File: src/rtl/core/macsec_in_gre_mpls_parser_stats_macros.svh
// Assertion macros used by the parser statistics RTL
`ifndef MACSEC_IN_GRE_MPLS_PARSER_STATS_MACROS_SVH
`define MACSEC_IN_GRE_MPLS_PARSER_STATS_MACROS_SVH

// Same-cycle implication, disabled while reset is asserted
`define MIMPS_ASSERT_NOW(label, clk, rst_n, ante, cons) \
  label: assert property (@(posedge clk) disable iff (!rst_n) (ante) |-> (cons)) \
    else $error("mimps assertion failed");

// Next-cycle implication, disabled while reset is asserted
`define MIMPS_ASSERT_NEXT(label, clk, rst_n, ante, cons) \
  label: assert property (@(posedge clk) disable iff (!rst_n) (ante) |=> (cons)) \
    else $error("mimps assertion failed");

`endif

File: src/rtl/core/mimps_pkg.sv
// Shared types and constants for the MACsec-in-GRE/MPLS parser statistics block
`default_nettype none

package mimps_pkg;

  localparam int unsigned CounterWidthDefault = 64;
  localparam int unsigned CountOutWidth       = 64;
  localparam int unsigned PosWidth            = 7;

  // Byte positions (without control word)
  localparam logic [PosWidth-1:0] PosMax       = 7'd127;
  localparam logic [PosWidth-1:0] PosEthTypeHi = 7'd12;
  localparam logic [PosWidth-1:0] PosEthTypeLo = 7'd13;
  localparam logic [PosWidth-1:0] PosIpProto   = 7'd23;
  localparam logic [PosWidth-1:0] PosGreProtHi = 7'd36;
  localparam logic [PosWidth-1:0] PosGreProtLo = 7'd37;
  localparam logic [PosWidth-1:0] PosInnerType = 7'd54;
  localparam logic [PosWidth-1:0] PosPnStart   = 7'd58;
  localparam logic [PosWidth-1:0] PosSciStart  = 7'd62;
  localparam logic [PosWidth-1:0] PosMinLast   = 7'd71;
  localparam logic [PosWidth-1:0] PnBytes      = 7'd4;
  localparam logic [PosWidth-1:0] SciBytes     = 7'd8;
  localparam logic [PosWidth-1:0] CtrlWordLen  = 7'd4;

  // Expected byte values
  localparam logic [7:0] EthIpv4Hi   = 8'h08;
  localparam logic [7:0] EthIpv4Lo   = 8'h00;
  localparam logic [7:0] IpProtoGre  = 8'd47;
  localparam logic [7:0] GreMplsHi   = 8'h88;
  localparam logic [7:0] GreMplsLo   = 8'h47;
  localparam logic [7:0] EthMacsecHi = 8'h88;
  localparam logic [7:0] EthMacsecLo = 8'hE5;

  typedef struct packed {
    logic [7:0] data_byte;
    logic       end_of_packet;
    logic [5:0] ingress_port;
  } in_t;

  typedef struct packed {
    logic        matched;
    logic [31:0] macsec_pn;
    logic [63:0] channel_id;
    logic [5:0]  port_out;
    logic [63:0] all_packets;
    logic [63:0] matching_packets;
    logic [31:0] highest_number;
  } out_t;

  // Byte leaving the input register this cycle
  typedef struct packed {
    logic fire;
    in_t  item;
  } step_t;

  // Per-packet verdict, meaningful when done is set
  typedef struct packed {
    logic        done;
    logic        matched;
    logic [31:0] pn;
    logic [63:0] sci;
    logic [5:0]  port;
  } verdict_t;

endpackage

`default_nettype wire

File: src/rtl/core/macsec_in_gre_mpls_parser_stats.sv
// Throughput: one byte per cycle; only a final byte waits, for a free result register.
// A result becomes valid once its final byte has passed through the input register
// and its verdict has been loaded into the result register.
// Per-packet state advances one byte per cycle through the input register stage.
// Reset (rst_ni low, asynchronous) clears counters, per-packet state, the
// control-word register and both valid flags; no clearing pass is needed.
`default_nettype none

`include "macsec_in_gre_mpls_parser_stats_macros.svh"

module macsec_in_gre_mpls_parser_stats #(
  parameter int unsigned COUNTER_WIDTH = mimps_pkg::CounterWidthDefault
) (
  input  wire logic            clk_i,
  input  wire logic            rst_ni,
  input  wire logic            cfg_we_i,
  input  wire logic            cfg_wdata_i,
  input  wire logic            in_valid_i,
  output logic                 in_ready_o,
  input  wire mimps_pkg::in_t  in_data_i,
  output logic                 out_valid_o,
  input  wire logic            out_ready_i,
  output mimps_pkg::out_t      out_data_o
);
  import mimps_pkg::*;

  // Control-word register: when set, every offset after the MPLS label moves up by
  // four bytes. The user must write it only while the block is idle (not enforced).
  logic     cw_present_q;

  step_t    step;
  verdict_t verdict;
  logic     slot_free;

  always_ff @(posedge clk_i or negedge rst_ni) begin
    if (!rst_ni) begin
      cw_present_q <= 1'b0;
    end else if (cfg_we_i) begin
      cw_present_q <= cfg_wdata_i;
    end
  end

  // Hold each byte in the input register; advance it when the result side
  // has room or when it is not the final byte of a packet.
  mimps_in_stage u_in_stage (
    .clk_i       (clk_i),
    .rst_ni      (rst_ni),
    .in_valid_i  (in_valid_i),
    .in_ready_o  (in_ready_o),
    .in_data_i   (in_data_i),
    .slot_free_i (slot_free),
    .step_o      (step)
  );

  // Check header bytes against the expected layering and shift in the
  // packet number and SCI as their bytes go past.
  mimps_parser u_parser (
    .clk_i        (clk_i),
    .rst_ni       (rst_ni),
    .cw_present_i (cw_present_q),
    .step_i       (step),
    .verdict_o    (verdict)
  );

  // Update the wrapping counters and the highest packet number, then
  // register the transaction for the output channel.
  mimps_stats #(
    .COUNTER_WIDTH (COUNTER_WIDTH)
  ) u_stats (
    .clk_i       (clk_i),
    .rst_ni      (rst_ni),
    .verdict_i   (verdict),
    .slot_free_o (slot_free),
    .out_valid_o (out_valid_o),
    .out_ready_i (out_ready_i),
    .out_data_o  (out_data_o)
  );

  // Unmatched results carry no packet number or SCI
  `MIMPS_ASSERT_NOW(a_unmatched_zero, clk_i, rst_ni,
    out_valid_o && !out_data_o.matched,
    out_data_o.macsec_pn == 32'd0 && out_data_o.channel_id == 64'd0)

  // The running maximum never falls below the packet number reported with it
  `MIMPS_ASSERT_NOW(a_highest_bound, clk_i, rst_ni,
    out_valid_o && out_data_o.matched,
    out_data_o.highest_number >= out_data_o.macsec_pn)

  // A final byte that leaves the input register always produces a transaction
  `MIMPS_ASSERT_NEXT(a_final_byte_result, clk_i, rst_ni,
    verdict.done,
    out_valid_o)

endmodule

`default_nettype wire

File: src/rtl/core/mimps_in_stage.sv
// Input register stage for the byte stream
`default_nettype none

module mimps_in_stage (
  input  wire logic          clk_i,
  input  wire logic          rst_ni,
  input  wire logic          in_valid_i,
  output logic               in_ready_o,
  input  wire mimps_pkg::in_t in_data_i,
  input  wire logic          slot_free_i,
  output mimps_pkg::step_t   step_o
);
  import mimps_pkg::*;

  logic valid_q;
  in_t  data_q;
  logic advance;

  // A final byte needs room in the result register; other bytes always move
  assign advance    = valid_q && (!data_q.end_of_packet || slot_free_i);
  assign in_ready_o = !valid_q || advance;

  always_ff @(posedge clk_i or negedge rst_ni) begin
    if (!rst_ni) begin
      valid_q <= 1'b0;
    end else if (in_ready_o) begin
      valid_q <= in_valid_i;
    end
  end

  always_ff @(posedge clk_i) begin
    if (in_valid_i && in_ready_o) begin
      data_q <= in_data_i;
    end
  end

  assign step_o.fire = advance;
  assign step_o.item = data_q;

endmodule

`default_nettype wire

File: src/rtl/core/mimps_parser.sv
// Per-packet header checker and PN/SCI capture
`default_nettype none

module mimps_parser (
  input  wire logic              clk_i,
  input  wire logic              rst_ni,
  input  wire logic              cw_present_i,
  input  wire mimps_pkg::step_t  step_i,
  output mimps_pkg::verdict_t    verdict_o
);
  import mimps_pkg::*;

  logic [PosWidth-1:0] pos_q, pos_d;
  logic                ok_q, ok_d;
  logic [31:0]         pn_q, pn_d;
  logic [63:0]         sci_q, sci_d;

  logic [PosWidth-1:0] shift;
  logic [PosWidth-1:0] inner_pos, pn_pos, sci_pos, min_last;
  logic [7:0]          b;
  logic                byte_ok;
  logic                ok_now;
  logic                pn_hit, sci_hit;

  assign b         = step_i.item.data_byte;
  assign shift     = cw_present_i ? CtrlWordLen : '0;
  assign inner_pos = PosInnerType + shift;
  assign pn_pos    = PosPnStart + shift;
  assign sci_pos   = PosSciStart + shift;
  assign min_last  = PosMinLast + shift;

  always_comb begin
    byte_ok = 1'b1;
    if (pos_q == PosEthTypeHi)                  byte_ok = (b == EthIpv4Hi);
    else if (pos_q == PosEthTypeLo)             byte_ok = (b == EthIpv4Lo);
    else if (pos_q == PosIpProto)               byte_ok = (b == IpProtoGre);
    else if (pos_q == PosGreProtHi)             byte_ok = (b == GreMplsHi);
    else if (pos_q == PosGreProtLo)             byte_ok = (b == GreMplsLo);
    else if (pos_q == inner_pos)                byte_ok = (b == EthMacsecHi);
    else if (pos_q == inner_pos + 7'd1)         byte_ok = (b == EthMacsecLo);
  end

  assign ok_now  = ok_q && byte_ok;
  assign pn_hit  = (pos_q >= pn_pos) && (pos_q < pn_pos + PnBytes);
  assign sci_hit = (pos_q >= sci_pos) && (pos_q < sci_pos + SciBytes);
  assign pn_d    = pn_hit  ? {pn_q[23:0], b}  : pn_q;
  assign sci_d   = sci_hit ? {sci_q[55:0], b} : sci_q;
  assign ok_d    = ok_now;
  assign pos_d   = (pos_q == PosMax) ? pos_q : pos_q + 7'd1;

  always_ff @(posedge clk_i or negedge rst_ni) begin
    if (!rst_ni) begin
      pos_q <= '0;
      ok_q  <= 1'b1;
      pn_q  <= '0;
      sci_q <= '0;
    end else if (step_i.fire) begin
      if (step_i.item.end_of_packet) begin
        pos_q <= '0;
        ok_q  <= 1'b1;
        pn_q  <= '0;
        sci_q <= '0;
      end else begin
        pos_q <= pos_d;
        ok_q  <= ok_d;
        pn_q  <= pn_d;
        sci_q <= sci_d;
      end
    end
  end

  assign verdict_o.done    = step_i.fire && step_i.item.end_of_packet;
  assign verdict_o.matched = ok_now && (pos_q >= min_last);
  assign verdict_o.pn      = pn_d;
  assign verdict_o.sci     = sci_d;
  assign verdict_o.port    = step_i.item.ingress_port;

endmodule

`default_nettype wire

File: src/rtl/core/mimps_stats.sv
// Running counters and result register
`default_nettype none

module mimps_stats #(
  parameter int unsigned COUNTER_WIDTH = mimps_pkg::CounterWidthDefault
) (
  input  wire logic                 clk_i,
  input  wire logic                 rst_ni,
  input  wire mimps_pkg::verdict_t  verdict_i,
  output logic                      slot_free_o,
  output logic                      out_valid_o,
  input  wire logic                 out_ready_i,
  output mimps_pkg::out_t           out_data_o
);
  import mimps_pkg::*;

  logic [COUNTER_WIDTH-1:0] total_q, total_d;
  logic [COUNTER_WIDTH-1:0] match_q, match_d;
  logic [31:0]              high_q, high_d;
  logic                     valid_q;
  out_t                     out_q, out_d;

  assign slot_free_o = !valid_q || out_ready_i;

  always_comb begin
    total_d = total_q + COUNTER_WIDTH'(1);
    match_d = match_q;
    high_d  = high_q;
    if (verdict_i.matched) begin
      match_d = match_q + COUNTER_WIDTH'(1);
      if (verdict_i.pn > high_q) high_d = verdict_i.pn;
    end
    out_d.matched          = verdict_i.matched;
    out_d.macsec_pn        = verdict_i.matched ? verdict_i.pn  : '0;
    out_d.channel_id       = verdict_i.matched ? verdict_i.sci : '0;
    out_d.port_out         = verdict_i.port;
    out_d.all_packets      = CountOutWidth'(total_d);
    out_d.matching_packets = CountOutWidth'(match_d);
    out_d.highest_number   = high_d;
  end

  always_ff @(posedge clk_i or negedge rst_ni) begin
    if (!rst_ni) begin
      total_q <= '0;
      match_q <= '0;
      high_q  <= '0;
      valid_q <= 1'b0;
    end else begin
      if (verdict_i.done) begin
        total_q <= total_d;
        match_q <= match_d;
        high_q  <= high_d;
        valid_q <= 1'b1;
      end else if (out_ready_i) begin
        valid_q <= 1'b0;
      end
    end
  end

  always_ff @(posedge clk_i) begin
    if (verdict_i.done) begin
      out_q <= out_d;
    end
  end

  assign out_valid_o = valid_q;
  assign out_data_o  = out_q;

endmodule

`default_nettype wire
File: config.mk
export PLATFORM = sky130hd
export DESIGN_NAME = macsec_in_gre_mpls_parser_stats
export DESIGN_NICKNAME = d
export VERILOG_FILES = /design/src/rtl/core/mimps_pkg.sv /design/src/rtl/core/macsec_in_gre_mpls_parser_stats.sv /design/src/rtl/core/mimps_in_stage.sv /design/src/rtl/core/mimps_parser.sv /design/src/rtl/core/mimps_stats.sv
export VERILOG_INCLUDE_DIRS = /design/src /design/src/rtl/core
export SDC_FILE = /design/constraint.sdc
export NUM_CORES = 1
export LEC_CHECK = 0
export BUFFER_PORTS_ARGS = -buffer_cell sky130_fd_sc_hd__buf_2
export CORE_MARGIN = 1.5
export CORE_UTILIZATION = 59
export DETAILED_ROUTE_END_ITERATION = 10
export GPL_ROUTABILITY_DRIVEN = 0
export PLACE_DENSITY = 0.8
export REMOVE_ABC_BUFFERS = 1
export SYNTH_ARGS = -nofsm -noshare
export SYNTH_HDL_FRONTEND = slang
export SYNTH_HIERARCHICAL = 1
export SYNTH_SLANG_ARGS = --single-unit
export TNS_END_PERCENT = 5
File: constraint.sdc
create_clock -name clk_i -period 11.4 [get_ports clk_i]
set_input_delay 0.57 -clock clk_i [delete_from_list [all_inputs] [get_ports clk_i]]
set_output_delay 0.57 -clock clk_i [all_outputs]
set_load 0.01 [all_outputs]
# Word-level counts from Yosys, hierarchy flattened

Index checks and enable logic that the tools add are counted.
Widths: inputs -> output; s select.

Add/sub/neg operators: 10
Order comparisons: 6
Eq/ne operators: 14
Multiplexer cells: 20
Reduce and logical (&&, ||, !) cells: 16

Operators by type and width:

| operator              | number |
|---|---|
| $mux 64               | 3 |
| $add 64x1->64 const B | 2 |
| $mux 32               | 4 |
| $gt 32x32->1          | 1 |
| $add 6x7->7 const A   | 3 |
| $ge 7x7->1            | 3 |
| $eq 8x8->1 const B    | 2 |
| $add 7x1->7 const B   | 2 |
| $eq 7x4->1 const B    | 2 |
| $eq 7x6->1 const B    | 2 |
| $eq 7x7->1            | 2 |
| $lt 7x7->1            | 2 |
| $mux 7                | 2 |
| $mux 1                | 10 |
| $eq 8x4->1 const B    | 1 |
| $eq 8x6->1 const B    | 1 |
| $eq 8x7->1 const B    | 1 |
| $logic_not 8->1       | 1 |
| $add 7x3->7 const B   | 1 |
| $add 7x4->7 const B   | 1 |
| $add 7x7->7 const A   | 1 |
| $eq 7x5->1 const B    | 1 |
| $eq 7x7->1 const B    | 1 |
| $logic_and 1x1->1     | 7 |
| other kinds (6)       | 10 |

Flip-flop bits (word level): 545
Input bits: 21
Output and inout bits: 265
Logic and storage cells: 86

# Depth between registers and ports, before layout

Depth in word-level cells: 14
Depth in mapped cells: 17
Mapped depth without buffers: 15

# Modules after synthesis

The synthesis kept the hierarchy.

By module, submodules not included:

| module                          | instances | cells each | area each (um^2) |
|---|---|---|---|
| mimps_stats                     | 1         | 1444       | 18784.3 |
| mimps_parser                    | 1         | 778        | 7587.3 |
| mimps_in_stage                  | 1         | 22         | 529.3 |
| macsec_in_gre_mpls_parser_stats | 1         | 2          | 40.0 |

# Worst setup path after synthesis

No wires, ideal clock.

Path type: input to register
Start: input port out_ready_i
End: register u_stats.high_q[10]
Setup time: 0.125 ns
Arrival: 10.020 ns
Path slack: 1.255 ns
Cell stages on the path: 12
Buffers on the path: 5
Path through: nand2b_1 > inv_1 > a21boi_0 > buf_4 > clkbuf_1 > and2_1 > clkbuf_1 > clkbuf_1 > and2_1 > o21ai_1 > clkbuf_1 > mux2_2

RTL lines:

| what                 | RTL line                              | RTL |
|---|---|---|
| start, declared      | macsec_in_gre_mpls_parser_stats.sv:22 | `input wire logic out_ready_i,` |
| end signal, assigned | mimps_stats.sv:52                     | `high_q <= high_d;` |
| end, declared        | mimps_stats.sv:19                     | `logic [31:0] high_q, high_d;` |

==> results.sh <==
export IMPL_wl_per_cell_um=19.8
export IMPL_syn_area_sq_um=26900
export IMPL_cts_resized=0
export IMPL_coreArea_sq_um=45200
export IMPL_dp_hpwl_mm=38.8
export IMPL_grt_pass1_wl_mm=97.5
export IMPL_track_usage_pct=25.9
export IMPL_drc=0
export IMPL_pwr_share_clk_pct=43.9
export IMPL_slew_violations=0
export IMPL_crit_path_start_kind="register"
export IMPL_setup_viol=0
export IMPL_arrival_ns=6.12
export IMPL_p_per_area_nw_per_um2=147
export IMPL_pwr_share_seq_pct=49.0
export IMPL_drtPass1Iterations=6
export IMPL_cp_slowest_cell="a2111oi_4"
export IMPL_syn_to_final_growth_pct=13.6
export IMPL_fin_util_pct=67.7
export IMPL_ys_types=74
export IMPL_clkTransAtPathRegs_ns=0.06
export IMPL_root_buffer="clkbuf_16"
export IMPL_numCtsBuffers=55
export IMPL_critPathBufInv=3
export IMPL_syn_inst=2246
export IMPL_rsz0062_at_grt="false"
export IMPL_ys_async_sr_fraction_pct=49.0
export IMPL_synth_ff_type="edfxtp_1"
export IMPL_synth_seq_cells=545
export IMPL_cp_max_fo=41
export IMPL_status="completed"
export IMPL_p_int_mw=3.46
export IMPL_grt_pass1_vias=17900
export IMPL_ys_seq_area_share_pct=55.8
export IMPL_avgSynthCellArea_sq_um=12.0
export IMPL_yosysTopAreaCellShare_pct=31.0
export IMPL_slowest_delay_ns=0.58
export IMPL_worstSetupEndpointType="register"
export IMPL_synth_area_top_cells="edfxtp_1 31%, dfrtp_1 25%, xnor2_1 5.6%, mux2_2 4.4%, a211o_1 2.8%"
export IMPL_die_x_um=217
export IMPL_globalRouteOverflowTotal=0
export IMPL_yosysTopAreaCell="edfxtp_1"
export IMPL_seq_area_sq_um=15000
export IMPL_clk_latency_ns=0.61
export IMPL_cp_required_ns=11.76
export IMPL_final_setup_skew_ns=0.0137
export IMPL_hp_class="primary input to asynchronous set/reset pin"
export IMPL_power_leakage_nw=13.9
export IMPL_cts_tree="yes"
export IMPL_ir_drop_uv=197
export IMPL_yosysWarnings=6
export IMPL_use_met2_pct=41.0
export IMPL_rows=78
export IMPL_whs_ns=0.0250
export IMPL_crit_chain="ha_1, a2111oi_4, a22oi_2, buf_4, nor2_2, buf_4, mux2_2, ha_1, nand4_1, nor4_1, a32oi_1, o21ai_2, buf_4, mux2_2"
export IMPL_wirelength_mm=61.3
export IMPL_p_sw_mw=1.04
export IMPL_multi_input_area_sq_um=11000
export IMPL_swShare_pct=23.2
export IMPL_max_cap_violations=0
export IMPL_mostFrequentLayoutCell="buf_2"
export IMPL_fin_setup_tns_ns=0
export IMPL_min_period_ns=5.76
export IMPL_antenna_found_initial=1
export IMPL_grt_util_met1_pct=36.4
export IMPL_die_area_sq_um=47000
export IMPL_viasPerCell=5.87
export IMPL_hold_buffers=0
export IMPL_drt_iter0_markers=1764
export IMPL_ant_nets=0
export IMPL_die_h_um=217
export IMPL_gr_max_usage_layer="met2"
export IMPL_vias=18200
export IMPL_clock_sinks=545
export IMPL_worstSetupPathType="register to register"
export IMPL_hold_viol_final=0
export IMPL_max_freq_mhz=174
export IMPL_io_buffers=285
export IMPL_synth_edf_count=278
export IMPL_final_cell_mix="284 x buf_2, 278 x edfxtp_1, 266 x dfrtp_1"
export IMPL_num_io_pins=286
export IMPL_cts_max_path_buffers=3
export IMPL_worstMarginPinSlew_ns=1.24
export IMPL_final_period_utilization_pct=50.5
export IMPL_fillers=3110
export IMPL_final_nets=2523
export IMPL_cts_setup_buffers=0
export IMPL_initial_core_util_pct=59.6
export IMPL_grt_max_degree=118
export IMPL_relSlewSlack_pct=16.4
export IMPL_num_antenna_cells=0
export IMPL_combPwrFrac_pct=7.1
export IMPL_htree_levels=2
export IMPL_path_common_cell="buf_4"
export IMPL_cpLargestDelayFamily="compound AO/OA/AOI/OAI gates"
export IMPL_layout_drive_gt1_share_pct=23.4
export IMPL_use_met3_pct=4.04
## synth_stat cells, types with 4 or more instances
library cell and n:
a211oi_1 4, nor2_1 77, nor3_1 26, mux2_2 106, buf_6 10, nor4_1 39
and3_1 25, nor2b_1 69, or4_1 11, clkbuf_1 94, edfxtp_1 278, dfrtp_1 266
clkbuf_2 6, buf_4 8, a21oi_1 102, o21ai_1 4, nand2_1 127, mux2_4 49
xnor2_1 173, nand2b_1 101, xor2_1 82, buf_8 4, o21ai_0 17, buf_1 9
and4_1 16, ha_1 45, a211o_1 85, inv_1 60, o221ai_1 8, and2_1 105
and2_0 4, buf_2 21, nand3_1 89, nand4_1 65
## cell type report
| type | count | share of cell area, % |
|---|---|---|
| flip-flops and latches | 545 | 49.1 |
| multi-input cells | 1489 | 35.9 |
| repair buffers | 306 | 5.21 |
| clock buffers | 69 | 5.00 |
| well taps | 600 | 2.45 |
| clock inverters | 35 | 1.56 |
| inverters | 60 | 0.736 |
## flip-flops by register name, summed over array words and instances, names as in the netlist, 7 cells and up
signal	count
u_stats/high_q	32
u_parser/pn_q	32
u_parser/sci_q	64
u_parser/pos_q	7
u_stats/out_data_o	263
u_stats/total_q	64
u_stats/match_q	64
u_in_stage/step_o	15
## per-stage QoR
step	instance area, sq um	std cells	setup slack, ns	power (mW)
floorplan	26200	2094	-5.26	2.44
global placement	28600	3000	5.88	2.55
detailed placement	28600	3000	5.78	2.56
CTS	30600	3104	5.72	4.54
global route	30600	3104	5.41	4.66
finish	30600	3104	5.64	4.51
## metal layers
metal / up-vias / part of all wire (%)
met2: 701 / 47
met3: 134 / 6.2
met4: 0 / 3.5
met5: - / 0
li1: 8400 / -
met1: 8996 / 43
## path summary, 6_finish.rpt
kind / slack, ns / cells after the start / start / endpoint
worst min register to register: 0.42 / 0 / u_in_stage/step_o[2]$_DFFE_PP_ / u_stats/out_data_o[162]$_DFFE_PP_
min in group clk_i: 0.13 / 1 / in_data_i[8] / u_in_stage/step_o[8]$_DFFE_PP_
worst min-delay path: 0.02 / 1 / rst_ni / u_stats/match_q[52]$_DFFE_PN0P_
max in group asynchronous: 9.71 / 2 / rst_ni / u_stats/match_q[5]$_DFFE_PN0P_
worst max register to register: 5.64 / 14 / u_parser/pos_q[5]$_DFFE_PN0P_ / u_stats/out_data_o[17]$_DFFE_PP_
worst max-delay path: 5.64 / 14 / u_parser/pos_q[5]$_DFFE_PN0P_ / u_stats/out_data_o[17]$_DFFE_PP_
## cell families (layout without fill, tap and decap cells)
family / after synthesis / after routing / synth area share, %
XOR/XNOR: 255 / 255 / 8.29
flip-flops: 545 / 545 / 55.8
adder cells (fa/ha/maj): 45 / 45 / 2.09
buffers and inverters: 212 / 470 / 3.64
multiplexers: 155 / 155 / 7.16
AO/OA/AOI/OAI: 246 / 246 / 6.34
AND/OR/NAND/NOR: 788 / 788 / 16.7
## power groups by stage
stage               clock network, mW  logic (mW)  registers, mW
floorplan                           0       0.179           2.26
global placement                    0       0.308           2.24
detailed placement                  0       0.319           2.24
CTS                              2.01       0.323           2.21
global route                     2.09       0.353           2.21
finish                           1.98       0.322           2.21
(Power assumes the default switching activity.)
